<file path="config.mk">
export PLATFORM = sky130hd
export DESIGN_NAME = websocket_frame_deframer
export DESIGN_NICKNAME = d
export VERILOG_FILES = /design/src/rtl/wsdf_pkg.sv /design/src/rtl/wsdf_parser.sv /design/src/rtl/wsdf_out_reg.sv /design/src/rtl/websocket_frame_deframer.sv
export SDC_FILE = /design/constraint.sdc
export NUM_CORES = 1
export LEC_CHECK = 0
export BUFFER_PORTS_ARGS = -buffer_cell sky130_fd_sc_hd__buf_2
export CAP_MARGIN = 0
export CORE_AREA = 10 10 166 168
export CTS_BUF_LIST = sky130_fd_sc_hd__clkbuf_4 sky130_fd_sc_hd__clkbuf_8
export DETAILED_ROUTE_END_ITERATION = 8
export DIE_AREA = 0 0 176 178
export SKIP_CTS_REPAIR_TIMING = 1
export SYNTH_ARGS = -nofsm -noshare
export SYNTH_HDL_FRONTEND = slang
export SYNTH_SLANG_ARGS = --single-unit
</file>
<file path="constraint.sdc">
create_clock -name clk -period 5.95 [get_ports clk]
set_input_delay 0.8925 -clock clk [delete_from_list [all_inputs] [get_ports clk]]
set_output_delay 0.8925 -clock clk [all_outputs]
set_load 0.02 [all_outputs]
</file>
<file path="src/rtl/wsdf_pkg.sv">
`default_nettype none

package wsdf_pkg;

    // Parser phases
    localparam logic [2:0] PH_HDR0 = 3'd0;
    localparam logic [2:0] PH_HDR1 = 3'd1;
    localparam logic [2:0] PH_EXT  = 3'd2;
    localparam logic [2:0] PH_MASK = 3'd3;
    localparam logic [2:0] PH_DATA = 3'd4;

    // Result kinds
    localparam logic [1:0] KIND_DATA  = 2'd0;
    localparam logic [1:0] KIND_EMPTY = 2'd1;
    localparam logic [1:0] KIND_ERROR = 2'd2;

    localparam logic [6:0] LEN_MAX_SHORT = 7'd125;
    localparam logic [6:0] LEN_EXT16     = 7'd126;
    localparam logic [3:0] EXT16_BYTES   = 4'd2;
    localparam logic [3:0] EXT64_BYTES   = 4'd8;
    localparam logic [3:0] MASK_BYTES    = 4'd4;

    localparam logic [31:0] LIMIT_RESET = 32'd67108864;

    typedef struct packed {
        logic [1:0] kind;
        logic [7:0] data_byte;
        logic [3:0] frame_opcode;
        logic       final_flag;
        logic       frame_end;
    } result_t;

endpackage

`default_nettype wire

</file>
<file path="src/rtl/wsdf_parser.sv">
`default_nettype none

module wsdf_parser (
    input  wire logic             clk,
    input  wire logic             rst_n,
    input  wire logic             cfg_write,
    input  wire logic [31:0]      cfg_data,
    input  wire logic             byte_take,
    input  wire logic [7:0]       rx_byte,
    output logic                  res_valid,
    output wsdf_pkg::result_t     res
);

    logic [2:0]  phase_reg, phase_next;
    logic [3:0]  byte_count_reg, byte_count_next;
    logic [63:0] remaining_len_reg, remaining_len_next;
    logic [31:0] mask_key_reg, mask_key_next;
    logic [1:0]  mask_pos_reg, mask_pos_next;
    logic [3:0]  cur_opcode_reg, cur_opcode_next;
    logic        cur_fin_reg, cur_fin_next;
    logic        cur_masked_reg, cur_masked_next;
    logic        halted_reg, halted_next;
    logic [31:0] limit_reg;

    logic        hdr_done;
    logic [7:0]  key_byte;

    always_comb
    begin
        phase_next         = phase_reg;
        byte_count_next    = byte_count_reg;
        remaining_len_next = remaining_len_reg;
        mask_key_next      = mask_key_reg;
        mask_pos_next      = mask_pos_reg;
        cur_opcode_next    = cur_opcode_reg;
        cur_fin_next       = cur_fin_reg;
        cur_masked_next    = cur_masked_reg;
        halted_next        = halted_reg;
        hdr_done           = 1'b0;
        res_valid          = 1'b0;
        res.kind           = wsdf_pkg::KIND_DATA;
        res.data_byte      = 8'd0;
        res.frame_opcode   = cur_opcode_reg;
        res.final_flag     = cur_fin_reg;
        res.frame_end      = 1'b0;

        case (mask_pos_reg)
            2'd0:    key_byte = mask_key_reg[31:24];
            2'd1:    key_byte = mask_key_reg[23:16];
            2'd2:    key_byte = mask_key_reg[15:8];
            default: key_byte = mask_key_reg[7:0];
        endcase

        if (byte_take && !halted_reg)
        begin
            case (phase_reg)
                wsdf_pkg::PH_HDR1:
                begin
                    cur_masked_next = rx_byte[7];
                    mask_key_next   = 32'd0;
                    if (rx_byte[6:0] <= wsdf_pkg::LEN_MAX_SHORT)
                    begin
                        remaining_len_next = {57'd0, rx_byte[6:0]};
                        if (rx_byte[7])
                        begin
                            phase_next      = wsdf_pkg::PH_MASK;
                            byte_count_next = 4'd0;
                        end
                        else
                        begin
                            hdr_done = 1'b1;
                        end
                    end
                    else
                    begin
                        remaining_len_next = 64'd0;
                        byte_count_next    = (rx_byte[6:0] == wsdf_pkg::LEN_EXT16) ?
                                             wsdf_pkg::EXT16_BYTES : wsdf_pkg::EXT64_BYTES;
                        phase_next         = wsdf_pkg::PH_EXT;
                    end
                end
                wsdf_pkg::PH_EXT:
                begin
                    remaining_len_next = {remaining_len_reg[55:0], rx_byte};
                    byte_count_next    = byte_count_reg - 4'd1;
                    if (byte_count_next == 4'd0)
                    begin
                        if (cur_masked_reg)
                        begin
                            phase_next      = wsdf_pkg::PH_MASK;
                            byte_count_next = 4'd0;
                        end
                        else
                        begin
                            hdr_done = 1'b1;
                        end
                    end
                end
                wsdf_pkg::PH_MASK:
                begin
                    mask_key_next   = {mask_key_reg[23:0], rx_byte};
                    byte_count_next = byte_count_reg + 4'd1;
                    if (byte_count_next >= wsdf_pkg::MASK_BYTES)
                    begin
                        hdr_done = 1'b1;
                    end
                end
                wsdf_pkg::PH_DATA:
                begin
                    mask_pos_next      = mask_pos_reg + 2'd1;
                    remaining_len_next = remaining_len_reg - 64'd1;
                    res_valid          = 1'b1;
                    res.data_byte      = rx_byte ^ key_byte;
                    if (remaining_len_reg == 64'd1)
                    begin
                        phase_next    = wsdf_pkg::PH_HDR0;
                        res.frame_end = 1'b1;
                    end
                end
                default:
                begin
                    cur_fin_next    = rx_byte[7];
                    cur_opcode_next = rx_byte[3:0];
                    phase_next      = wsdf_pkg::PH_HDR1;
                end
            endcase

            // Header complete: empty frame, oversize, or enter payload
            if (hdr_done)
            begin
                if (remaining_len_next == 64'd0)
                begin
                    phase_next    = wsdf_pkg::PH_HDR0;
                    res_valid     = 1'b1;
                    res.kind      = wsdf_pkg::KIND_EMPTY;
                    res.frame_end = 1'b1;
                end
                else if (remaining_len_next > {32'd0, limit_reg})
                begin
                    halted_next   = 1'b1;
                    phase_next    = wsdf_pkg::PH_HDR0;
                    res_valid     = 1'b1;
                    res.kind      = wsdf_pkg::KIND_ERROR;
                    res.frame_end = 1'b1;
                end
                else
                begin
                    phase_next    = wsdf_pkg::PH_DATA;
                    mask_pos_next = 2'd0;
                end
            end
        end
    end

    always_ff @(posedge clk or negedge rst_n)
    begin
        if (!rst_n)
        begin
            phase_reg         <= wsdf_pkg::PH_HDR0;
            byte_count_reg    <= 4'd0;
            remaining_len_reg <= 64'd0;
            mask_key_reg      <= 32'd0;
            mask_pos_reg      <= 2'd0;
            cur_opcode_reg    <= 4'd0;
            cur_fin_reg       <= 1'b0;
            cur_masked_reg    <= 1'b0;
            halted_reg        <= 1'b0;
            limit_reg         <= wsdf_pkg::LIMIT_RESET;
        end
        else
        begin
            phase_reg         <= phase_next;
            byte_count_reg    <= byte_count_next;
            remaining_len_reg <= remaining_len_next;
            mask_key_reg      <= mask_key_next;
            mask_pos_reg      <= mask_pos_next;
            cur_opcode_reg    <= cur_opcode_next;
            cur_fin_reg       <= cur_fin_next;
            cur_masked_reg    <= cur_masked_next;
            halted_reg        <= halted_next;
            if (cfg_write)
            begin
                limit_reg <= cfg_data;
            end
        end
    end

endmodule

`default_nettype wire

</file>
<file path="src/rtl/wsdf_out_reg.sv">
`default_nettype none

module wsdf_out_reg (
    input  wire logic              clk,
    input  wire logic              rst_n,
    input  wire logic              load,
    input  wire wsdf_pkg::result_t load_data,
    input  wire logic              take,
    output logic                   full,
    output wsdf_pkg::result_t      held
);

    logic              full_reg;
    wsdf_pkg::result_t held_reg;

    always_ff @(posedge clk or negedge rst_n)
    begin
        if (!rst_n)
        begin
            full_reg <= 1'b0;
        end
        else if (load)
        begin
            full_reg <= 1'b1;
        end
        else if (take)
        begin
            full_reg <= 1'b0;
        end
    end

    // Payload holds until the next load
    always_ff @(posedge clk)
    begin
        if (load)
        begin
            held_reg <= load_data;
        end
    end

    assign full = full_reg;
    assign held = held_reg;

endmodule

`default_nettype wire

</file>
<file path="src/rtl/websocket_frame_deframer.sv">
`default_nettype none

// WebSocket receive deframer: takes the framed byte stream one byte per transfer
// on rx_byte and returns, for every payload byte, the unmasked byte with the
// frame's opcode and fin bit, frame_end marking the frame's last byte. Header,
// extended length and mask key bytes give no result; a zero-length frame gives
// one empty-frame notice (kind 1), and a frame longer than max_payload_len
// (written on the cfg port, 67108864 after reset) gives one error (kind 2)
// after which every byte is dropped until reset. The parser updates its state
// in the cycle of the transfer and its result appears in the output register
// on the next cycle; the sustained rate is one byte per cycle while the output
// register is not stalled. in_ready drops only while that output register
// holds a result and out_ready is low.
module websocket_frame_deframer (
    input  wire logic        clk,
    input  wire logic        rst_n,
    input  wire logic        cfg_valid,
    output logic             cfg_ready,
    input  wire logic [31:0] cfg_data,
    input  wire logic        in_valid,
    output logic             in_ready,
    input  wire logic [7:0]  rx_byte,
    output logic             out_valid,
    input  wire logic        out_ready,
    output logic [1:0]       kind,
    output logic [7:0]       data_byte,
    output logic [3:0]       frame_opcode,
    output logic             final_flag,
    output logic             frame_end
);

    logic              in_take;
    logic              res_valid;
    wsdf_pkg::result_t res;
    logic              out_full;
    wsdf_pkg::result_t out_res;

    // Config writes are always taken; the user must make them only while the block is idle (not enforced here)
    assign cfg_ready = 1'b1;

    // Accept a new byte whenever the output register is free or draining
    assign in_ready = !out_full || out_ready;
    assign in_take  = in_valid && in_ready;

    wsdf_parser u_parser (
        .clk       (clk),
        .rst_n     (rst_n),
        .cfg_write (cfg_valid),
        .cfg_data  (cfg_data),
        .byte_take (in_take),
        .rx_byte   (rx_byte),
        .res_valid (res_valid),
        .res       (res)
    );

    // Hold each result until the downstream transfer completes
    wsdf_out_reg u_out_reg (
        .clk       (clk),
        .rst_n     (rst_n),
        .load      (res_valid),
        .load_data (res),
        .take      (out_ready),
        .full      (out_full),
        .held      (out_res)
    );

    assign out_valid    = out_full;
    assign kind         = out_res.kind;
    assign data_byte    = out_res.data_byte;
    assign frame_opcode = out_res.frame_opcode;
    assign final_flag   = out_res.final_flag;
    assign frame_end    = out_res.frame_end;

endmodule

`default_nettype wire

</file>
== Yosys cells after proc, flatten, opt, wreduce, memory -nomap -nowiden ==
Cells that the tools add are included.
W data, S select, Z words.

* RAM bits: 0
* Input bits: 45
* Memory bits (read-only): 0
* Bits in latches: 0
* Memories: 0
* Register bits: 161

* $add $sub $neg: 4
* Equal/unequal tests: 14
* Bitwise logic cells: 5
* Magnitude comparators: 3
* Multipliers: 0
* Mux-type cells: 45
* Div/mod/pow operators: 0
* Shifts and indexed selects: 0
* Reduce and logical (&&, ||, !) cells: 21

{| class="wikitable"
|+ Operators with widths
! kind !! count
|-
| $pmux W64 S3 || 1
|-
| $eq A64 B1 Y1 const B || 1
|-
| $gt A64 B32 Y1 || 1
|-
| $logic_not A64 Y1 || 1
|-
| $mux W64 || 1
|-
| $pmux W32 S2 || 1
|-
| $sub A64 B1 Y64 const B || 1
|-
| $mux W3 || 8
|-
| $pmux W8 S3 || 1
|-
| $mux W4 || 5
|-
| $mux W1 || 19
|-
| $pmux W3 S4 || 1
|-
| $pmux W4 S3 || 1
|-
| $mux W2 || 5
|-
| $reduce_and A2 Y1 || 5
|-
| $ne A3 B1 Y1 const B || 3
|-
| $xor A8 B8 Y8 || 1
|-
| $eq A7 B7 Y1 const B || 1
|-
| $le A7 B7 Y1 const B || 1
|-
| $mux W7 || 1
|-
| $eq A3 B2 Y1 const B || 2
|-
| $reduce_and A6 Y1 || 1
|-
| $add A4 B1 Y4 const B || 1
|-
| $ge A4 B3 Y1 const B || 1
|-
| other kinds (22) || 28
|}

== Depth between registers and ports, before layout ==
Gate-level depths: netlist of the first run.

* Word-level depth: 11
* Depth in mapped cells: 20

== Cells and area by module ==
A second synthesis of the first run with hierarchy kept.

* Cells, all modules: 1396
* Area total of the unflattened synthesis: 11058.1 um^2

{| class="wikitable"
|+ By module, submodules not included
! module !! sequential area each (um^2) !! area an instance (um^2) !! cells an instance !! instances
|-
| wsdf_parser || 3604.7 || 10507.6 || 1373 || 1
|-
| wsdf_out_reg || 505.5 || 516.7 || 19 || 1
|-
| websocket_frame_deframer || 0.0 || 33.8 || 4 || 1
|}

== Worst setup path before layout of the first run ==
OpenSTA, ideal clock, no wires.

* Kind: reg2reg
* Start: register u_parser.remaining_len_reg[0]
* End: register u_out_reg.held_reg, in the netlist u_out_reg.held[0] (enable)
* Clock period less this slack: 4531 ps
* Arrival: 4169 ps
* Buffers on the path: 1
* Cell stages (with the launch flop): 14
* Path slack: 1419 ps
* Cell sequence: dfrtp_1 -> inv_1 -> ha_1 -> or4b_1 -> buf_2 -> or4_4 -> nor4_4 -> nor2_1 -> or4_1 -> or4_1 -> nor4b_2 -> nand3_2 -> o311ai_2 -> nand2_1

* Cells in the longest elaborated chain, start to end: 8
* Elaborated cells on any way between the ends: 9
* Classes of those cells: add/sub: 1; order compare: 1; mux: 6; reduce/logical: 1

{| class="wikitable"
|+ RTL lines
! what !! line !! source
|-
| start, declared || wsdf_parser.sv:16 || <nowiki>logic [63:0] remaining_len_reg, remaining_len_next;</nowiki>
|-
| start signal, assigned || wsdf_parser.sv:174 || <nowiki>remaining_len_reg <= remaining_len_next;</nowiki>
|-
| $sub A64 B1 Y64 || wsdf_parser.sv:111 || <nowiki>remaining_len_next = remaining_len_reg - 64'd1;</nowiki>
|-
| $pmux W64 S3 (*) || wsdf_parser.sv:56 || <nowiki>case (phase_reg)</nowiki>
|-
| $mux W64 (*) || wsdf_parser.sv:54 || <nowiki>if (byte_take && !halted_reg)</nowiki>
|-
| $gt A64 B32 Y1 || wsdf_parser.sv:138 || <nowiki>else if (remaining_len_next > {32'd0, limit_reg})</nowiki>
|-
| $mux W1 || wsdf_parser.sv:138 ||
|-
| $mux W1 (*) || wsdf_parser.sv:131 || <nowiki>if (remaining_len_next == 64'd0)</nowiki>
|-
| $mux W1 (*) || wsdf_parser.sv:129 || <nowiki>if (hdr_done)</nowiki>
|-
| $mux W1 (*) || wsdf_parser.sv:54 ||
|-
| named net res_valid || websocket_frame_deframer.sv:33 || <nowiki>logic res_valid;</nowiki>
|-
| end signal, assigned || wsdf_out_reg.sv:37 || <nowiki>held_reg <= load_data;</nowiki>
|-
| end, declared || wsdf_out_reg.sv:14 || <nowiki>wsdf_pkg::result_t held_reg;</nowiki>
|}

Mark *: on every way through the listed nets, which the timed path passes. The rest lies on a longest branch. The select of a mux whose other input is x is not followed.
A chain may end at the register's enable or synchronous reset.

== Worst setup path in the final report of the first run ==
* Start: register u_parser.remaining_len_reg[0]
* End: register u_out_reg.held_reg, in the netlist u_out_reg.held[13] (enable)

The elaborated chain is that of the path after synthesis.

==> results.md, run 1 <==
* Crit. End Element: flip-flop
* Register area share after synthesis at 35.88%
* DIE AREA at 31330 sq um
* Distinct cells, synth at 95
* Num CTS Buffers at 17
* Main flop type after synthesis: dfrtp_1
* CTS tree: yes
* Fin util at 51.35%
* Slowest-stage cell, CP: nor4_1
* HPWL Detailed at 26.93 mm
* WL final at 37.63 mm
* Area Overhead vs Synth at 8.061%
* Nets at 1526
* DRC Markers at 0
* Die height at 178 microns
* Routed wire length per instance at 21.18 microns
* Post-detailed-route via-to-cell ratio at 6.326
* Max Cap Viol at 0
* Mapped Area at 11450 sq um
* Inserted Diodes at 0
* # IOs at 64
* CP Cell Sequence: inv_1, ha_1, or4b_1, nor4_1, a31o_2, o211ai_1, ha_1, nand4_1, nor4_1, nand3_1, o21a_1, o311ai_2, nand2_1
* Warnings, synthesis at 0
* Share of cells above drive strength 1 at 12.80%
* Sw frac at 53.18%
* Initial Util at 47.52%
* Worst path max stage delay at 0.70 ns
* Detailed Route Iter0 Violations at 1696
* Final-report hold violation count at 0
* Slew Viols, Final at 0
* Clock share of power at 13.1%
* Comb pwr share at 56.9%
* Pwr dens at 519.8 nW/um^2
* Initial antenna violation count at 0
* Mapped Cells at 1431
* Setup TNS at 0 ns
* Pre-antenna DRT Iters at 9
* Final setup fails at 0
* Final min period at 5.480 ns
* Worst Tran Pin Value at 1.031 ns
* Leakage power at 5.287 nW
* Internal Power at 3.012 mW
* Post-route clock period utilization at 92.10%
* CTS H-tree depth at 4
* Crit path kind: flip-flop to flip-flop
* Clk Tree Root Cell: clkbuf_8
* Syn Area/Cell at 8.005 sq um
* Port buffer count at 62
* Syn nets at 1517
* Switching pwr at 3.422 mW
* Fillers at 2377
* CTS sink cnt at 161
* Critical path required time at 6.05 ns
* Largest net degree at the start of global routing at 94
* Fmax at 0.1825 GHz
* Final GP Congestion at 1.003
* # rows at 57
* Antenna viol nets, final at 0
* Clk buf depth at 2
* Flops & latches, synth at 161
* Most frequent cells in the layout: nand2_1, o21ai_0, dfrtp_1, nor2_1, inv_1
* Commonest non-fill, non-tap cell in the layout: nand2_1
* Critical path launch point type: flip-flop
* Clock Latency Late Sink at 0.49 ns
* Die W at 176 microns
* Max FO, Critical Path at 16
* Arr. time, crit path at 5.58 ns
* Number of global-route vias before repair at 10650
* Max reg flops at 64
* First-pass GRT wire length at 60.25 mm
* Grt total ovfl at 0
* Worst VDD drop at 0.2261 mV
* Worst relative slew slack at 30.64%
* Clk slew on worst S/H paths at 0.11 ns
* Sequential share of power at 30.0%
* Total GRT Usage at 23.94%
* Status: finished, final reports clean
* Asr flop ratio synth at 90.06%
* Worst min path class: flip-flop to flip-flop
* Routed via count at 11240
* Final clock skew at 0.02112 ns
* RSZ-0062 raised after global routing: no
* Number of synthesized flops with an enable pin at 16
* Core Area at 24110 sq um
-- power by group through the flow --
stage               registers, mW  logic (mW)  clock network [mW]
floorplan                    1.61        2.77                   0
global placement             1.92        3.56                   0
detailed placement           1.92        3.56                   0
CTS                          1.90        3.58               0.860
global route                 1.97        4.00               0.904
finish                       1.93        3.66               0.845
-- final timing paths --
check	startpoint	to	slack [ns]	cells after the start
worst min-delay path	u_parser.cur_fin_reg	u_out_reg.held[1]	0.45	0
max in group asynchronous	rst_n	u_parser.remaining_len_reg[39]	4.24	2
worst max register to register	u_parser.remaining_len_reg[0]	u_out_reg.held[13]	0.47	13
min in group asynchronous	rst_n	u_parser.mask_key_reg[30]	0.48	1
worst max-delay path	u_parser.remaining_len_reg[0]	u_out_reg.held[13]	0.47	13
worst min register to register	u_parser.cur_fin_reg	u_out_reg.held[1]	0.45	0
-- final cells by class --
| type | count | area, sq um | area share, % |
|---|---|---|---|
| Inverter | 76 | 285.3 | 2.305 |
| Multi-Input combinational cell | 1082 | 6554 | 52.95 |
| Timing Repair Buffer | 102 | 616.8 | 4.983 |
| Sequential cell | 161 | 4113 | 33.23 |
| Clock inverter | 14 | 156.4 | 1.264 |
| Tap cell | 324 | 405.4 | 3.275 |
| Clock buffer | 18 | 247.7 | 2.001 |
-- per-layer routing --
layer  track usage (%)  vias to the layer above  wire length, microns  share of wire [%]
met1             32.56                     5326                 16360                 43
met2             37.06                      578                 16820                 45
met4             7.912                        0                  1019                2.7
met5                 0                        -                     0                  0
li1                  -                     5240                     -                  -
met3             5.264                       97                  3430                9.1
-- stage by stage --
stage / hold WS [ns] / worst slack, ns / total power [mW] / std cells / area (sq um)
2_1_floorplan: 0.4194 / 1.419 / 4.380 / 1431 / 11450
3_3_place_gp: 0.4299 / 0.8171 / 5.479 / 1745 / 11970
3_5_place_dp: 0.4287 / 0.6568 / 5.479 / 1745 / 11970
4_1_cts: 0.4548 / 0.6404 / 6.336 / 1777 / 12380
5_1_grt: 0.4606 / 0.1995 / 6.871 / 1777 / 12380
6_report: 0.4543 / 0.4698 / 6.434 / 1777 / 12380
-- cell usage after synthesis, types with 8 or more instances --
cell type	count	area, sq um
ha_1	41	513.0
xnor2_1	12	105.1
a222oi_1	8	80.08
o31ai_1	11	82.58
a221oi_1	8	70.07
clkbuf_1	85	319.1
inv_1	74	277.8
nor3_1	31	155.2
o21a_1	10	75.07
dfrtp_1	144	3603
a22oi_1	8	60.06
mux2i_1	10	100.1
nand2_1	258	968.4
a211oi_1	12	90.09
nand2b_1	11	68.82
a21oi_1	57	285.3
mux2_2	8	90.09
edfxtp_1	16	480.5
or4_1	19	142.6
a31oi_1	12	75.07
o21ai_0	166	830.8
or3_1	13	81.33
maj3_1	8	80.08
o22ai_1	13	81.33
nand3_1	40	200.2
o211ai_1	13	97.59
buf_1	9	33.78
nor4_1	37	231.5
nor2_1	85	319.1
nand4_1	34	212.7
-- critical path, delay by kind of cell (launching register included) --
| kind | cells | cell delay (ns) |
|---|---|---|
| flip-flops | 1 | 0.48 |
| adder cells (fa/ha/maj) | 2 | 0.63 |
| buffers and inverters | 1 | 0.13 |
| AND/OR/NAND/NOR | 6 | 2.69 |
| AO/OA/AOI/OAI | 4 | 1.14 |
-- logic make-up after synthesis --
| kind of cell | after synthesis | share of synthesized area, % |
|---|---|---|
| other | 1 | 0.03274 |
| flip-flops | 161 | 35.88 |
| buffers and inverters | 188 | 7.045 |
| AND/OR/NAND/NOR | 594 | 26.20 |
| AO/OA/AOI/OAI | 404 | 22.77 |
| XOR/XNOR | 16 | 1.223 |
| multiplexers | 18 | 1.660 |
| adder cells (fa/ha/maj) | 49 | 5.178 |
Power figures use the tool's default switching activity.
==> inputs of run 2 (changes only) <==
--- a/config.mk
+++ b/config.mk
@@ -11,6 +11,8 @@
 export CTS_BUF_LIST = sky130_fd_sc_hd__clkbuf_4 sky130_fd_sc_hd__clkbuf_8
 export DETAILED_ROUTE_END_ITERATION = 8
 export DIE_AREA = 0 0 176 178
+export PLACE_DENSITY = 0.67
+export RECOVER_POWER = 100
 export SKIP_CTS_REPAIR_TIMING = 1
 export SYNTH_ARGS = -nofsm -noshare
 export SYNTH_HDL_FRONTEND = slang
==> constraint.sdc (replaced) <==
create_clock -name clk -period 4.6 [get_ports clk]
set_input_delay 0.69 -clock clk [delete_from_list [all_inputs] [get_ports clk]]
set_output_delay 0.69 -clock clk [all_outputs]
set_load 0.02 [all_outputs]
==> run 2 against run 1 <==
Effect of this change: sequential power grew 18%; highest routed layer unchanged; total power grew 40%; combinational power grew 51%; critical path type unchanged; largest power group unchanged; clock power grew 42%; critical endpoint is now u_out_reg.held[12]; first-iteration DRC count shrank 0.94%; critical path depth is the same; sequential share of layout area shrank 1.7 points; final area grew 5.3%; fmax grew 25%; the flow now finishes with violations (max-capacitance violations, max-slew violations).
==> results.md, run 2 (synthesized netlist as in run 1, its figures left out) <==
* Status: complete, but fails checks
* Failing checks: max-capacitance violations, max-slew violations
* Number of global-route vias before repair at 11190
* Worst path max stage delay at 0.65 ns
* Share of cells above drive strength 1 at 16.38%
* Critical path required time at 4.83 ns
* Max Cap Viol at 4
* Fmax at 0.2276 GHz
* HPWL Detailed at 28.14 mm
* Routed wire length per instance at 21.05 microns
* Clk slew on worst S/H paths at 0.11 ns
* Arr. time, crit path at 4.63 ns
* Commonest non-fill, non-tap cell in the layout: nand2_1
* CP Cell Sequence: nor4_1, buf_4, and3_1, buf_4, nand3_1, o311ai_0, nand4_1, or4_1, nor4b_2, nand3_2, o311ai_4, nand2_1, buf_4
* Slowest-stage cell, CP: o311ai_0
* Worst Tran Pin Value at 2.572 ns
* DRC Markers at 0
* Slew Viols, Final at 257
* Clk buf depth at 2
* Max reg flops at 64
* Total GRT Usage at 24.82%
* Die height at 178 microns
* CTS sink cnt at 161
* Leakage power at 5.634 nW
* Core Area at 24110 sq um
* Antenna viol nets, final at 0
* Initial Util at 47.52%
* Final Total Pwr at 9.000 mW
* Pwr dens at 690.3 nW/um^2
* Final GP Congestion at 1.021
* Final clock skew at 0.02551 ns
* First-pass GRT wire length at 62.41 mm
* Grt total ovfl at 0
* Worst relative slew slack at -71.45%
* Critical path launch point type: flip-flop
* Detailed Route Iter0 Violations at 1680
* Crit. End Element: flip-flop
* WL final at 39.07 mm
* CP most frequent cell: buf_4
* # IOs at 64
* DIE AREA at 31330 sq um
* Final setup fails at 0
* Final min period at 4.394 ns
* Post-route clock period utilization at 95.53%
* Worst VDD drop at 0.2867 mV
* CTS H-tree depth at 4
* Die W at 176 microns
* Most frequent cells in the layout: nand2_1, o21ai_0, dfrtp_1, buf_4, nor2_1
* Area Overhead vs Synth at 13.82%
* Port buffer count at 62
* Num CTS Buffers at 17
* # rows at 57
* Routed via count at 11690
* Initial antenna violation count at 0
* Pre-antenna DRT Iters at 6
* Clock Latency Late Sink at 0.49 ns
* CTS tree: yes
* Crit path kind: flip-flop to flip-flop
* Max FO, Critical Path at 16
* Clk Tree Root Cell: clkbuf_8
* Largest net degree at the start of global routing at 99
* Post-detailed-route via-to-cell ratio at 6.297
* Final-report hold violation count at 0
* Reg2reg setup slack at 0.21 ns
* Setup TNS at 0 ns
* Inserted Diodes at 0
* Nets at 1605
* Worst min path class: primary input to flip-flop
[run 2: changes by cell type in the layout (fill, tap and decap cells not counted), sizes merged]
cell    delta
buf       +51
clkbuf    +27
inv        -3
bufinv     +2
clkinv     +2
[run 2: worst max-delay path, delay by kind of cell, from the launching register on]
family | cells | cell delay [ns]
flops | 1 | 0.52
buf+inv | 3 | 0.61
simple gates | 8 | 2.06
compound gates | 2 | 0.92
[run 2: metal layers]
| layer | global-route usage, % | share of wire [%] |
|---|---|---|
| met4 | 8.690 | 3.0 |
| met3 | 5.476 | 11 |
| met5 | 0 | 0 |
| met1 | 33.15 | 42 |
| met2 | 38.95 | 44 |
[run 2: final cells by class]
type	instances	area (sq um)
fillers	2338	11070
multi-input cells	1082	6635
flip-flops and latches	161	4113
repair buffers	181	1150
well taps	324	405.4
inverters	76	285.3
clock buffers	17	234.0
clock inverters	15	215.2
[run 2: stage by stage]
stage	hold slack (ns)	setup slack, ns	instance area [sq um]	utilization (%)	instances
floorplan	0.3944	0.06859	11450	-	1431
global placement	0.4339	0.1779	12540	52.01	1820
detailed placement	0.4384	0.09417	12540	52.01	1820
CTS	0.3396	0.03264	12990	53.87	1852
global route	0.3897	-0.04017	13040	54.08	1856
finish	0.3928	0.2057	13040	54.08	1856
[run 2: power by group]
| part | internal (mW) | switching, mW | total (mW) |
|---|---|---|---|
| Combinational | 2.05 | 3.48 | 5.53 |
| Sequential | 1.80 | 0.474 | 2.28 |
| Clock | 0.519 | 0.678 | 1.20 |
[run 2: final timing paths]
| check | start | endpoint | cells past startpoint |
|---|---|---|---|
| worst max-delay path | u_parser.remaining_len_reg[6] | u_out_reg.held[12] | 13 |
| worst min-delay path | cfg_data[27] | u_parser.limit_reg[27] | 3 |
| worst max register to register | u_parser.remaining_len_reg[6] | u_out_reg.held[12] | 13 |
| worst min register to register | u_parser.cur_fin_reg | u_out_reg.held[1] | 0 |
| max in group asynchronous | rst_n | u_parser.remaining_len_reg[23] | 2 |
| min in group asynchronous | rst_n | u_parser.mask_key_reg[23] | 1 |
